File: config.mk
export PLATFORM = sky130hd
export DESIGN_NAME = multilevel_feedback_scheduler
export DESIGN_NICKNAME = d
export VERILOG_FILES = /design/src/sv/mlfs_pkg.sv /design/src/sv/mlfs_eval_unit.sv /design/src/sv/multilevel_feedback_scheduler.sv
export SDC_FILE = /design/constraint.sdc
export NUM_CORES = 1
export LEC_CHECK = 0
export ABC_AREA = 1
export BUFFER_PORTS_ARGS = -buffer_cell sky130_fd_sc_hd__buf_2
export CAP_MARGIN = 10
export CORE_ASPECT_RATIO = 0.7
export CORE_MARGIN = 4
export CORE_UTILIZATION = 35
export CTS_CLUSTER_SIZE = 20
export DETAILED_ROUTE_END_ITERATION = 12
export GPL_ROUTABILITY_DRIVEN = 0
export PLACE_DENSITY = 0.57
export SLEW_MARGIN = 15
export SYNTH_ARGS = -nofsm -noshare
export SYNTH_HDL_FRONTEND = slang
export SYNTH_HIERARCHICAL = 1
export SYNTH_SLANG_ARGS = --single-unit
export TNS_END_PERCENT = 50
File: constraint.sdc
create_clock -name clock -period 10.8 [get_ports clock]
set_input_delay 1.08 -clock clock [delete_from_list [all_inputs] [get_ports clock]]
set_output_delay 1.08 -clock clock [all_outputs]
set_load 0.05 [all_outputs]
File: src/sv/mlfs_pkg.sv
package mlfs_pkg;

   // Process table geometry
   localparam int NPROC  = 8;
   localparam int PROC_W = $clog2(NPROC);
   localparam logic [PROC_W-1:0] TOP_ENTRY = PROC_W'(NPROC - 1);

   localparam int RANK_W  = 2;
   localparam int QUANT_W = 6;
   localparam int TICK_W  = 8;
   localparam int CSR_W   = 8;
   localparam int CSR_IDX_W = 2;

   localparam logic [RANK_W-1:0]  LOW_RANK    = 2'd2;
   localparam logic [RANK_W-1:0]  NO_RANK     = 2'd3;
   localparam logic [QUANT_W-1:0] QUANT0_RST  = 6'd15;
   localparam logic [QUANT_W-1:0] QUANT1_RST  = 6'd10;
   localparam logic [QUANT_W-1:0] QUANT2_RST  = 6'd5;
   localparam logic [TICK_W-1:0]  PERIOD_RST  = 8'd100;
   localparam logic [TICK_W-1:0]  TICK_MAX    = 8'd255;

   // Operation codes
   localparam logic [2:0] OP_TICK     = 3'd0;
   localparam logic [2:0] OP_SCHED    = 3'd1;
   localparam logic [2:0] OP_FLUSH    = 3'd2;
   localparam logic [2:0] OP_SET_RANK = 3'd3;
   localparam logic [2:0] OP_REFILL   = 3'd4;

   // Status codes
   localparam logic [1:0] STAT_OK      = 2'd0;
   localparam logic [1:0] STAT_BAD_ARG = 2'd1;
   localparam logic [1:0] STAT_NOT_DUE = 2'd2;
   localparam logic [1:0] STAT_NONE    = 2'd3;

   // Register indexes
   localparam logic [CSR_IDX_W-1:0] CSR_QUANT0 = 2'd0;
   localparam logic [CSR_IDX_W-1:0] CSR_QUANT1 = 2'd1;
   localparam logic [CSR_IDX_W-1:0] CSR_QUANT2 = 2'd2;
   localparam logic [CSR_IDX_W-1:0] CSR_PERIOD = 2'd3;

   typedef struct packed {
      logic [2:0] op;
      logic [7:0] runnable_mask;
      logic [2:0] proc_index;
      logic [1:0] new_rank;
   } req_type;

   typedef struct packed {
      logic [2:0] selected;
      logic       flush_due;
      logic [1:0] status;
   } rsp_type;

   typedef struct packed {
      logic [QUANT_W-1:0] q0;
      logic [QUANT_W-1:0] q1;
      logic [QUANT_W-1:0] q2;
   } quanta_type;

   // Result of evaluating one table entry
   typedef struct packed {
      logic               candidate;
      logic [RANK_W-1:0]  demote_rank;
      logic [QUANT_W-1:0] demote_q;
      logic [QUANT_W-1:0] refill_q;
      logic [QUANT_W-1:0] dec_q;
   } eval_type;

   typedef enum logic [7:0] {
      S_IDLE   = 8'b0000_0001,
      S_TICK   = 8'b0000_0010,
      S_DEMOTE = 8'b0000_0100,
      S_SCAN   = 8'b0000_1000,
      S_SWEEP  = 8'b0001_0000,
      S_WRITE  = 8'b0010_0000,
      S_RESP   = 8'b0100_0000
   } state_type;

   // Quantum for a rank; a zero register acts as one
   function automatic logic [QUANT_W-1:0] quantum_for(input logic [RANK_W-1:0] rank,
                                                      input quanta_type qt);
      logic [QUANT_W-1:0] q;
      case (rank)
         2'd0:    q = qt.q0;
         2'd1:    q = qt.q1;
         default: q = qt.q2;
      endcase
      return (q == '0) ? QUANT_W'(1) : q;
   endfunction

endpackage

File: src/sv/mlfs_eval_unit.sv
module mlfs_eval_unit
   import mlfs_pkg::*;
(
   input  logic [RANK_W-1:0]  rank,
   input  logic [QUANT_W-1:0] quantum,
   input  logic               runnable,
   input  logic [RANK_W-1:0]  best_rank,
   input  quanta_type         quanta,
   output eval_type           eval
);

   always_comb begin
      eval.candidate   = runnable && (rank < best_rank) && (quantum != '0);
      eval.demote_rank = (rank < LOW_RANK) ? rank + RANK_W'(1) : rank;
      eval.demote_q    = quantum_for(eval.demote_rank, quanta);
      eval.refill_q    = quantum_for(rank, quanta);
      eval.dec_q       = (quantum != '0) ? quantum - QUANT_W'(1) : quantum;
   end

endmodule

File: src/sv/multilevel_feedback_scheduler.sv
// Three-level feedback scheduler for eight processes. Each request transaction carries an
// op (tick, schedule, flush, set rank, refill quantum) and gets exactly one response
// transaction with the current process, the flush-due flag and a status code. The
// process table (rank and remaining quantum per process) sits in flip-flops and is
// visited one entry per cycle by a single evaluation unit under a small sequencer, so
// the block takes one request at a time and stalls the request side until the response
// has gone. Tick and the table writes make one table write before the response; flush
// sweeps all eight entries; schedule scans the table and, when no process qualifies,
// puts all runnable processes back at rank 0 and scans again; schedule with nothing
// runnable, rejected ops and unused codes go straight to the response. Quantum and
// flush-period registers should only be written while no transaction is in flight.
module multilevel_feedback_scheduler
   import mlfs_pkg::*;
(
   input  logic                 clock,
   input  logic                 reset,
   // request channel
   input  logic                 req_valid,
   output logic                 req_stall,
   input  req_type              req_data,
   // response channel
   output logic                 rsp_valid,
   input  logic                 rsp_stall,
   output rsp_type              rsp_data,
   // register writes
   input  logic                 csr_we,
   input  logic [CSR_IDX_W-1:0] csr_index,
   input  logic [CSR_W-1:0]     csr_wdata
);

   // Configuration
   quanta_type         quanta_ff;
   logic [TICK_W-1:0]  period_ff;

   // Process table
   logic [RANK_W-1:0]  rank_ff  [NPROC];
   logic [QUANT_W-1:0] quant_ff [NPROC];

   // Sequencer state
   state_type          state_ff,  state_in;
   req_type            req_ff,    req_in;
   logic [NPROC-1:0]   mask_ff,   mask_in;
   logic [1:0]         status_ff, status_in;
   logic [PROC_W-1:0]  cur_ff,    cur_in;
   logic [TICK_W-1:0]  tick_ff,   tick_in;
   logic [PROC_W-1:0]  cnt_ff,    cnt_in;
   logic [RANK_W-1:0]  best_ff,   best_in;
   logic [PROC_W-1:0]  pick_ff,   pick_in;
   logic               found_ff,  found_in;
   logic               pass_ff,   pass_in;

   // Table port
   logic [PROC_W-1:0]  addr;
   logic [RANK_W-1:0]  rank_rd;
   logic [QUANT_W-1:0] quant_rd;
   logic               runnable_rd;
   logic               we_rank, we_quant;
   logic [RANK_W-1:0]  wr_rank;
   logic [QUANT_W-1:0] wr_quant;

   eval_type           ev;
   logic [NPROC-1:0]   req_mask;
   logic               idx_bad;
   logic               scan_hit;

   //------------------------------------------------------------------
   // Register writes
   //------------------------------------------------------------------
   always_ff @(posedge clock) begin
      if (reset) begin
         quanta_ff.q0 <= QUANT0_RST;
         quanta_ff.q1 <= QUANT1_RST;
         quanta_ff.q2 <= QUANT2_RST;
         period_ff    <= PERIOD_RST;
      end else if (csr_we) begin
         case (csr_index)
            CSR_QUANT0: quanta_ff.q0 <= csr_wdata[QUANT_W-1:0];
            CSR_QUANT1: quanta_ff.q1 <= csr_wdata[QUANT_W-1:0];
            CSR_QUANT2: quanta_ff.q2 <= csr_wdata[QUANT_W-1:0];
            CSR_PERIOD: period_ff    <= csr_wdata[TICK_W-1:0];
            default: ;
         endcase
      end
   end

   //------------------------------------------------------------------
   // Single table port: one entry read and written per cycle
   //------------------------------------------------------------------
   always_comb begin
      case (state_ff)
         S_SCAN, S_SWEEP: addr = cnt_ff;
         S_WRITE:         addr = PROC_W'(req_ff.proc_index);
         default:         addr = cur_ff;
      endcase
   end

   assign rank_rd     = rank_ff[addr];
   assign quant_rd    = quant_ff[addr];
   assign runnable_rd = mask_ff[addr];

   mlfs_eval_unit u_eval (
      .rank      (rank_rd),
      .quantum   (quant_rd),
      .runnable  (runnable_rd),
      .best_rank (best_ff),
      .quanta    (quanta_ff),
      .eval      (ev)
   );

   always_ff @(posedge clock) begin
      if (reset) begin
         for (int i = 0; i < NPROC; i++) begin
            rank_ff[i]  <= '0;
            quant_ff[i] <= QUANT0_RST;
         end
      end else begin
         if (we_rank)  rank_ff[addr]  <= wr_rank;
         if (we_quant) quant_ff[addr] <= wr_quant;
      end
   end

   //------------------------------------------------------------------
   // Sequencer
   //------------------------------------------------------------------
   // mask bits beyond the table are dropped
   assign req_mask = NPROC'(req_data.runnable_mask);
   assign idx_bad  = 6'(req_data.proc_index) >= 6'(NPROC);
   assign scan_hit = ev.candidate || found_ff;

   always_comb begin
      state_in  = state_ff;
      req_in    = req_ff;
      mask_in   = mask_ff;
      status_in = status_ff;
      cur_in    = cur_ff;
      tick_in   = tick_ff;
      cnt_in    = cnt_ff;
      best_in   = best_ff;
      pick_in   = pick_ff;
      found_in  = found_ff;
      pass_in   = pass_ff;
      we_rank   = 1'b0;
      we_quant  = 1'b0;
      wr_rank   = rank_rd;
      wr_quant  = quant_rd;

      case (state_ff)
         S_IDLE: begin
            if (req_valid) begin
               req_in    = req_data;
               mask_in   = req_mask;
               status_in = STAT_OK;
               cnt_in    = '0;
               best_in   = NO_RANK;
               found_in  = 1'b0;
               pass_in   = 1'b0;
               case (req_data.op)
                  OP_TICK: begin
                     if (tick_ff != TICK_MAX) tick_in = tick_ff + TICK_W'(1);
                     state_in = S_TICK;
                  end
                  OP_SCHED: begin
                     if (req_mask == '0) begin
                        status_in = STAT_NONE;
                        state_in  = S_RESP;
                     end else begin
                        state_in  = S_DEMOTE;
                     end
                  end
                  OP_FLUSH: begin
                     if (tick_ff < period_ff) begin
                        status_in = STAT_NOT_DUE;
                        state_in  = S_RESP;
                     end else begin
                        tick_in   = '0;
                        state_in  = S_SWEEP;
                     end
                  end
                  OP_SET_RANK: begin
                     if (req_data.new_rank > LOW_RANK || idx_bad) begin
                        status_in = STAT_BAD_ARG;
                        state_in  = S_RESP;
                     end else begin
                        state_in  = S_WRITE;
                     end
                  end
                  OP_REFILL: begin
                     if (idx_bad) begin
                        status_in = STAT_BAD_ARG;
                        state_in  = S_RESP;
                     end else begin
                        state_in  = S_WRITE;
                     end
                  end
                  default: state_in = S_RESP;
               endcase
            end
         end

         // use up one tick of the current process
         S_TICK: begin
            we_quant = 1'b1;
            wr_quant = ev.dec_q;
            state_in = S_RESP;
         end

         // exhausted and runnable: drop a rank (none below the lowest), refill
         S_DEMOTE: begin
            if (quant_rd == '0 && runnable_rd) begin
               we_rank  = 1'b1;
               we_quant = 1'b1;
               wr_rank  = ev.demote_rank;
               wr_quant = ev.demote_q;
            end
            state_in = S_SCAN;
         end

         // first runnable entry of best rank with quantum left
         S_SCAN: begin
            if (ev.candidate) begin
               best_in  = rank_rd;
               pick_in  = cnt_ff;
               found_in = 1'b1;
            end
            if (cnt_ff == TOP_ENTRY) begin
               cnt_in = '0;
               if (scan_hit) begin
                  cur_in   = ev.candidate ? cnt_ff : pick_ff;
                  state_in = S_RESP;
               end else if (!pass_ff) begin
                  pass_in  = 1'b1;
                  state_in = S_SWEEP;
               end else begin
                  state_in = S_RESP;
               end
            end else begin
               cnt_in = cnt_ff + PROC_W'(1);
            end
         end

         // back to rank 0: all entries on flush, runnable ones on a failed scan
         S_SWEEP: begin
            if (req_ff.op == OP_FLUSH || runnable_rd) begin
               we_rank  = 1'b1;
               we_quant = 1'b1;
               wr_rank  = '0;
               wr_quant = quantum_for('0, quanta_ff);
            end
            if (cnt_ff == TOP_ENTRY) begin
               cnt_in   = '0;
               best_in  = NO_RANK;
               state_in = (req_ff.op == OP_FLUSH) ? S_RESP : S_SCAN;
            end else begin
               cnt_in = cnt_ff + PROC_W'(1);
            end
         end

         S_WRITE: begin
            we_quant = 1'b1;
            if (req_ff.op == OP_SET_RANK) begin
               we_rank  = 1'b1;
               wr_rank  = req_ff.new_rank;
               wr_quant = quantum_for(req_ff.new_rank, quanta_ff);
            end else begin
               wr_quant = ev.refill_q;
            end
            state_in = S_RESP;
         end

         S_RESP: begin
            if (!rsp_stall) state_in = S_IDLE;
         end

         default: state_in = S_IDLE;
      endcase
   end

   always_ff @(posedge clock) begin
      if (reset) begin
         state_ff  <= S_IDLE;
         status_ff <= STAT_OK;
         cur_ff    <= '0;
         tick_ff   <= '0;
         cnt_ff    <= '0;
         best_ff   <= NO_RANK;
         pick_ff   <= '0;
         found_ff  <= 1'b0;
         pass_ff   <= 1'b0;
         mask_ff   <= '0;
      end else begin
         state_ff  <= state_in;
         status_ff <= status_in;
         cur_ff    <= cur_in;
         tick_ff   <= tick_in;
         cnt_ff    <= cnt_in;
         best_ff   <= best_in;
         pick_ff   <= pick_in;
         found_ff  <= found_in;
         pass_ff   <= pass_in;
         mask_ff   <= mask_in;
      end
   end

   // request payload, no reset
   always_ff @(posedge clock) begin
      req_ff <= req_in;
   end

   //------------------------------------------------------------------
   // Handshake and response
   //------------------------------------------------------------------
   assign req_stall          = (state_ff != S_IDLE);
   assign rsp_valid          = (state_ff == S_RESP);
   assign rsp_data.selected  = 3'(cur_ff);
   assign rsp_data.flush_due = (tick_ff >= period_ff);
   assign rsp_data.status    = status_ff;

   //------------------------------------------------------------------
   // Assertions
   //------------------------------------------------------------------
   a_no_overlap: assert property (@(posedge clock) disable iff (reset)
      rsp_valid |-> req_stall)
      else $error("request taken while a response is pending");

   a_cur_sched_only: assert property (@(posedge clock) disable iff (reset)
      !$stable(cur_ff) |-> ($past(req_ff.op) == OP_SCHED))
      else $error("current process changed outside a schedule");

   // counter clears at the acceptance edge, together with the request capture
   a_tick_drop_flush: assert property (@(posedge clock) disable iff (reset)
      (tick_ff < $past(tick_ff)) |-> (tick_ff == '0 && req_ff.op == OP_FLUSH))
      else $error("tick count fell without a flush");

   a_pick_runnable: assert property (@(posedge clock) disable iff (reset)
      (rsp_valid && req_ff.op == OP_SCHED && status_ff == STAT_OK) |-> mask_ff[cur_ff])
      else $error("schedule picked a blocked process");

   a_none_empty: assert property (@(posedge clock) disable iff (reset)
      (rsp_valid && status_ff == STAT_NONE) |-> (mask_ff == '0))
      else $error("nothing-runnable status with a runnable process");

endmodule
Word-level counts from Yosys, hierarchy flattened
Memory sizes are Yosys's and may differ from the RTL's.
Cells that the tools add are included.
- register bits: 73
- bits in writable memories: 64
- bits of input ports: 31
- output and inout bits: 8
- logic and storage cells: 172
- memories: 2
- memories (name ; words ; width ; rd ports ; clocked after memory_dff ; write ports ; line ; RTL):
    quant_ff ; 8 ; 6 ; 1 ; 0 ; 8 ; multilevel_feedback_scheduler.sv:37 ; logic [QUANT_W-1:0] quant_ff [NPROC];
    rank_ff ; 8 ; 2 ; 1 ; 0 ; 8 ; multilevel_feedback_scheduler.sv:36 ; logic [RANK_W-1:0] rank_ff [NPROC];
- $add $sub $neg: 4
- magnitude comparators: 6
- equality and inequality tests: 30
- mux-type cells: 76
- reduce and logical (&&, ||, !) cells: 37
- operators with widths (kind ; number):
    $mux 6 ; 13
    $mux 8 ; 6
    $pmux 8 s6 ; 1
    $mux 7 ; 6
    $pmux 6 s2 ; 3
    $pmux 7 s5 ; 1
    $logic_not 6->1 ; 5
    $pmux 6 s4 ; 1
    $mux 2 ; 10
    $mux 1 ; 19
    $pmux 2 s3 ; 3
    $ne 2x2->1 const B ; 8
    $pmux 8 s2 ; 1
    $mux 3 ; 5
    $eq 3x2->1 const B ; 4
    $pmux 3 s2 ; 2
    $reduce_and 2->1 ; 6
    $reduce_and 4->1 ; 3
    $add 8x1->8 const B ; 1
    $eq 2x1->1 const B ; 4
    $eq 8x1->1 const B ; 1
    $eq 8x2->1 const B ; 1
    $eq 8x3->1 const B ; 1
    $eq 8x4->1 const B ; 1
    32 further kinds ; 47

Depth between registers and ports, before layout
- depth after elaboration: 13
- depth in mapped cells: 33

Cells and area by module
The synthesis kept the hierarchy.
- modules (own cells, without submodules) (module ; times used ; cells an instance ; area an instance (um^2) ; sequential area each (um^2)):
    multilevel_feedback_scheduler ; 1 ; 930 ; 7225.7 ; 3443.3
    mlfs_eval_unit ; 1 ; 112 ; 551.8 ; 0.0

Worst setup path before layout
Ideal clock, no wire load.
- kind: flip-flop to flip-flop
- start point: register state_ff[1]
- end point: memory quant_ff[0][0], data pin
- setup time: 0.258 ns
- arrival time: 3.240 ns
- data required time: 10.542 ns
- setup slack: 7.303 ns
- cell stages (with the launch flop): 31
- path buffers: 2
- clock period less this slack: 3.497 ns
- cell sequence: dfxtp_1 > inv_2 > nand2_4 > nor2_1 > nand2_2 > nand2_2 > buf_6 > a21oi_1 > nand2_2 > nor2_2 > inv_1 > nor2_1 > a22oi_1 > nand4_1 > inv_1 > ha_1 > buf_6 > nor2_4 > nand2_1 > nand2_1 > nor2_1 > nand3_1 > nand2_1 > o221ai_1 > nand2_1 > nor2_1 > nand2_1 > nor2_1 > nand2_1 > nand2_2 > nand2_1
- RTL lines (what ; line ; RTL):
    start, declared ; multilevel_feedback_scheduler.sv:40 ; state_type state_ff, state_in;
    start signal, assigned ; multilevel_feedback_scheduler.sv:291 ; state_ff <= state_in;
    end, declared ; multilevel_feedback_scheduler.sv:37 ;

==> impl_metrics.csv <==
group,metric,value,unit
floorplan,die_x,186.2,um
clock_network,numCtsBuffers,17,
routing,drt-met1-wl,11.58,mm
cells_and_area,area_growth_syn_to_layout,12.61,%
synthesis,synth.area.top_cells,"edfxtp_1 (28%), dfxtp_1 (16%), nand2_1 (13%)",
grt,grt_pass1_vias,6065,
sta,slew_viol_final,0,
routing,met3_length,1.644,mm
routing,ant_nets,0,
grt,grt.overflow.total,0,
placement,io_buffer_count,38,
floorplan,initial_utilization,35.69,%
sta,slew_headroom,33.07,%
synthesis,synth.distinct_cells,43,
setup_path,cp_top_family,"simple AND/OR/NAND/NOR gates",
synthesis,synthTopCellsByCount,"nand2_1 (276), inv_1 (133), nor2_1 (128)",
sta,setup_violations,0,
clock_network,h-tree-depth,4,
setup_path,required,10970,ps
clock_network,clockBufferDepth,2,
synthesis,synth_most_common_cell,"nand2_1",
floorplan,ios,39,
clock_network,postCtsSetupBuffers,0,
floorplan,row_count,45,
floorplan,coreArea,21790,sq um
cells_and_area,fin_util,40.20,%
grt,gr-usage-all-layers,17.60,%
synthesis,netlist_instances,1042,
synthesis,synthMuxAreaShare,0,%
clock_network,cts_resized,0,
synthesis,synth_top_area_share,27.80,%
run_status,outcome,"completed",
floorplan,die_y,132.7,um
setup_path,slowest_stage,"ha_1",
synthesis,synth_simple_gate_area_share,33.12,%
sta,post-route-min-period,5265,ps
sta,final_hold_viol_count,0,
clock_network,clkTransAtPathRegs,60,ps
hold_path,min_path_type,"reg -> reg",
clock_network,clkSinkCount,136,
sta,worstMarginPinSlew,996.2,ps
synthesis,synth_compound_area_share,10.76,%
setup_path,crit_path_start_kind,"flop",
synthesis,yosysTopAreaCell,"edfxtp_1",
routing,wl_per_cell,15.58,um
routing,first_pass_iters,7,
run,cap_violations,0,
cells_and_area,nNetsFinal,1127,
setup_path,end_kind,"flop",
setup_path,path_buf_inv,4,
cells_and_area,drive_above_1_share,13.08,%
setup_path,critPathMaxStageDelay,590,ps
routing,drtIter0Drc,684,
floorplan,dieArea,24710,sq um
pwr,p_total,1.272,mW
clock_network,cts_tree,"yes",
synthesis,ys_seq_area_share,44.27,%
cells_and_area,antenna_cells,0,
synthesis,synth_xor_area_share,0.1126,%
sta,finalClockSkew,11.47,ps
placement,hpwl,16.42,mm
setup_path,cp.arrival,5440,ps
synthesis,async_flop_share,0,%
routing,drc,0,
sta,final.setup.tns,0,ps
grt,grt_max_degree,40,
placement,dp_slack,5676,ps
synthesis,ys.flop_type,"edfxtp_1",
routing,wl,21.43,mm
sta,setup_slack,5535,ps
synthesis,synth_edf_count,72,
grt,antenna_found_initial,0,
grt,grt_pass1_wl,33.98,mm
clock_network,cts_root_buffer,"clkbuf_16",
sta,whs,450.3,ps
sta,timing.final.crit_share,48.75,%
synthesis,synth_warnings,6,
setup_path,worstSetupPathType,"reg -> reg",
synthesis,synth_top_family_by_area,"simple AND/OR/NAND/NOR gates",
clock_network,clk_latency,430,ps
routing,via_count,6949,
setup_path,crit_top_cell,"nand2_1",
routing,highest_layer,"met4",
synthesis,synth_area_per_cell,7.464,sq um
pwr,leakagePower,3.864,nW
synthesis,syn_nets,1089,
routing,wl_met2,7.968,mm
sta,fmax,0.1899,GHz
pwr,powerDensity,145.3,nW/um^2
pwr,vdd_drop_max,0.1009,mV
synthesis,syn_area,7777,sq um
clock_network,hold_buffers,0,
setup_path,worstPathMaxFanout,36,
synthesis,synth-seq-cells,136,
synthesis,synthAdderAreaFrac,2.574,%
sta,rsz0062_at_grt,"no",
routing,via_per_inst,5.054,
## flip-flops by register name, indices dropped and copies added, names as in the netlist
register and count:
tick_ff 8, req_ff 8, quant_ff 48, cnt_ff 3
pick_ff 3, status_ff 2, pass_ff 1, state_ff 7
mask_ff 8, period_ff 8, found_ff 1, cur_ff 3
best_ff 2, quanta_ff 18, rank_ff 16
## worst register-to-register path: cells and delay by family (launching register included)
| family | cells | cell delay (ps) |
|---|---|---|
| flip-flops | 1 | 360 |
| AO/OA/AOI/OAI | 3 | 900 |
| buffers and inverters | 4 | 530 |
| AND/OR/NAND/NOR | 22 | 2590 |
| adder cells (fa/ha/maj) | 1 | 590 |
## cells in the final DEF (no fill, tap or decap), types with 4 or more instances in the layout
cell type / Yosys / routed
clkbuf_16: 0 / 18
ha_1: 16 / 16
o211ai_1: 7 / 7
nor3_1: 18 / 18
dfxtp_1: 64 / 64
nor2_2: 10 / 10
nand2_4: 6 / 6
nand3_2: 11 / 11
nand4_1: 12 / 12
nor2_4: 8 / 8
o22ai_1: 4 / 4
a21oi_1: 56 / 56
buf_4: 4 / 4
nand3b_1: 14 / 14
inv_2: 21 / 22
nand2_1: 276 / 276
o21ai_0: 54 / 54
inv_1: 133 / 132
nor2_1: 128 / 128
buf_2: 5 / 38
nand3_1: 65 / 65
a22oi_1: 5 / 5
o221ai_1: 6 / 6
nand2_2: 10 / 10
edfxtp_1: 72 / 72
## logic make-up after synthesis
group	Yosys count
buf+inv	177
xor+xnor	1
compound gates	146
fa+ha+maj	16
flops	136
simple gates	566
## power breakdown
part | internal (mW) | switching [mW] | total [mW]
combinational | 0.0428 | 0.115 | 0.158
clock | 0.306 | 0.230 | 0.536
sequential | 0.566 | 0.0127 | 0.579
total | 0.915 | 0.357 | 1.27
## final cells by class
cell class,count,area (sq um)
fillers,2219,13030
multi-input cells,729,3628
flip-flops and latches,136,3443
inverters,154,578.1
clock buffers,21,461.7
well taps,282,352.8
repair buffers,42,220.2
clock inverters,11,73.82
## stage by stage
| step | instances | area (sq um) |
|---|---|---|
| global placement | 1343 | 8217 |
| global route | 1375 | 8758 |
| floorplan | 1042 | 7777 |
| finish | 1375 | 8758 |
| CTS | 1375 | 8752 |
| detailed placement | 1343 | 8217 |
## per-layer routing
layer / track usage [%] / vias to the layer above
met1: 29.48 / 3207
met4: 4.328 / 0
li1: - / 3491
met2: 21.85 / 234
met3: 4.149 / 17
met5: 0 / -
## worst paths after layout
kind | cells after the start | slack (ps) | startpoint | end
max | 30 | 5540 | state_ff[0] | quant_ff[3][0]
min reg2reg | 2 | 450 | pick_ff[1] | pick_ff[1]
min | 2 | 450 | pick_ff[1] | pick_ff[1]
max reg2reg | 30 | 5540 | state_ff[0] | quant_ff[3][0]
Power figures use the tool's default switching activity.
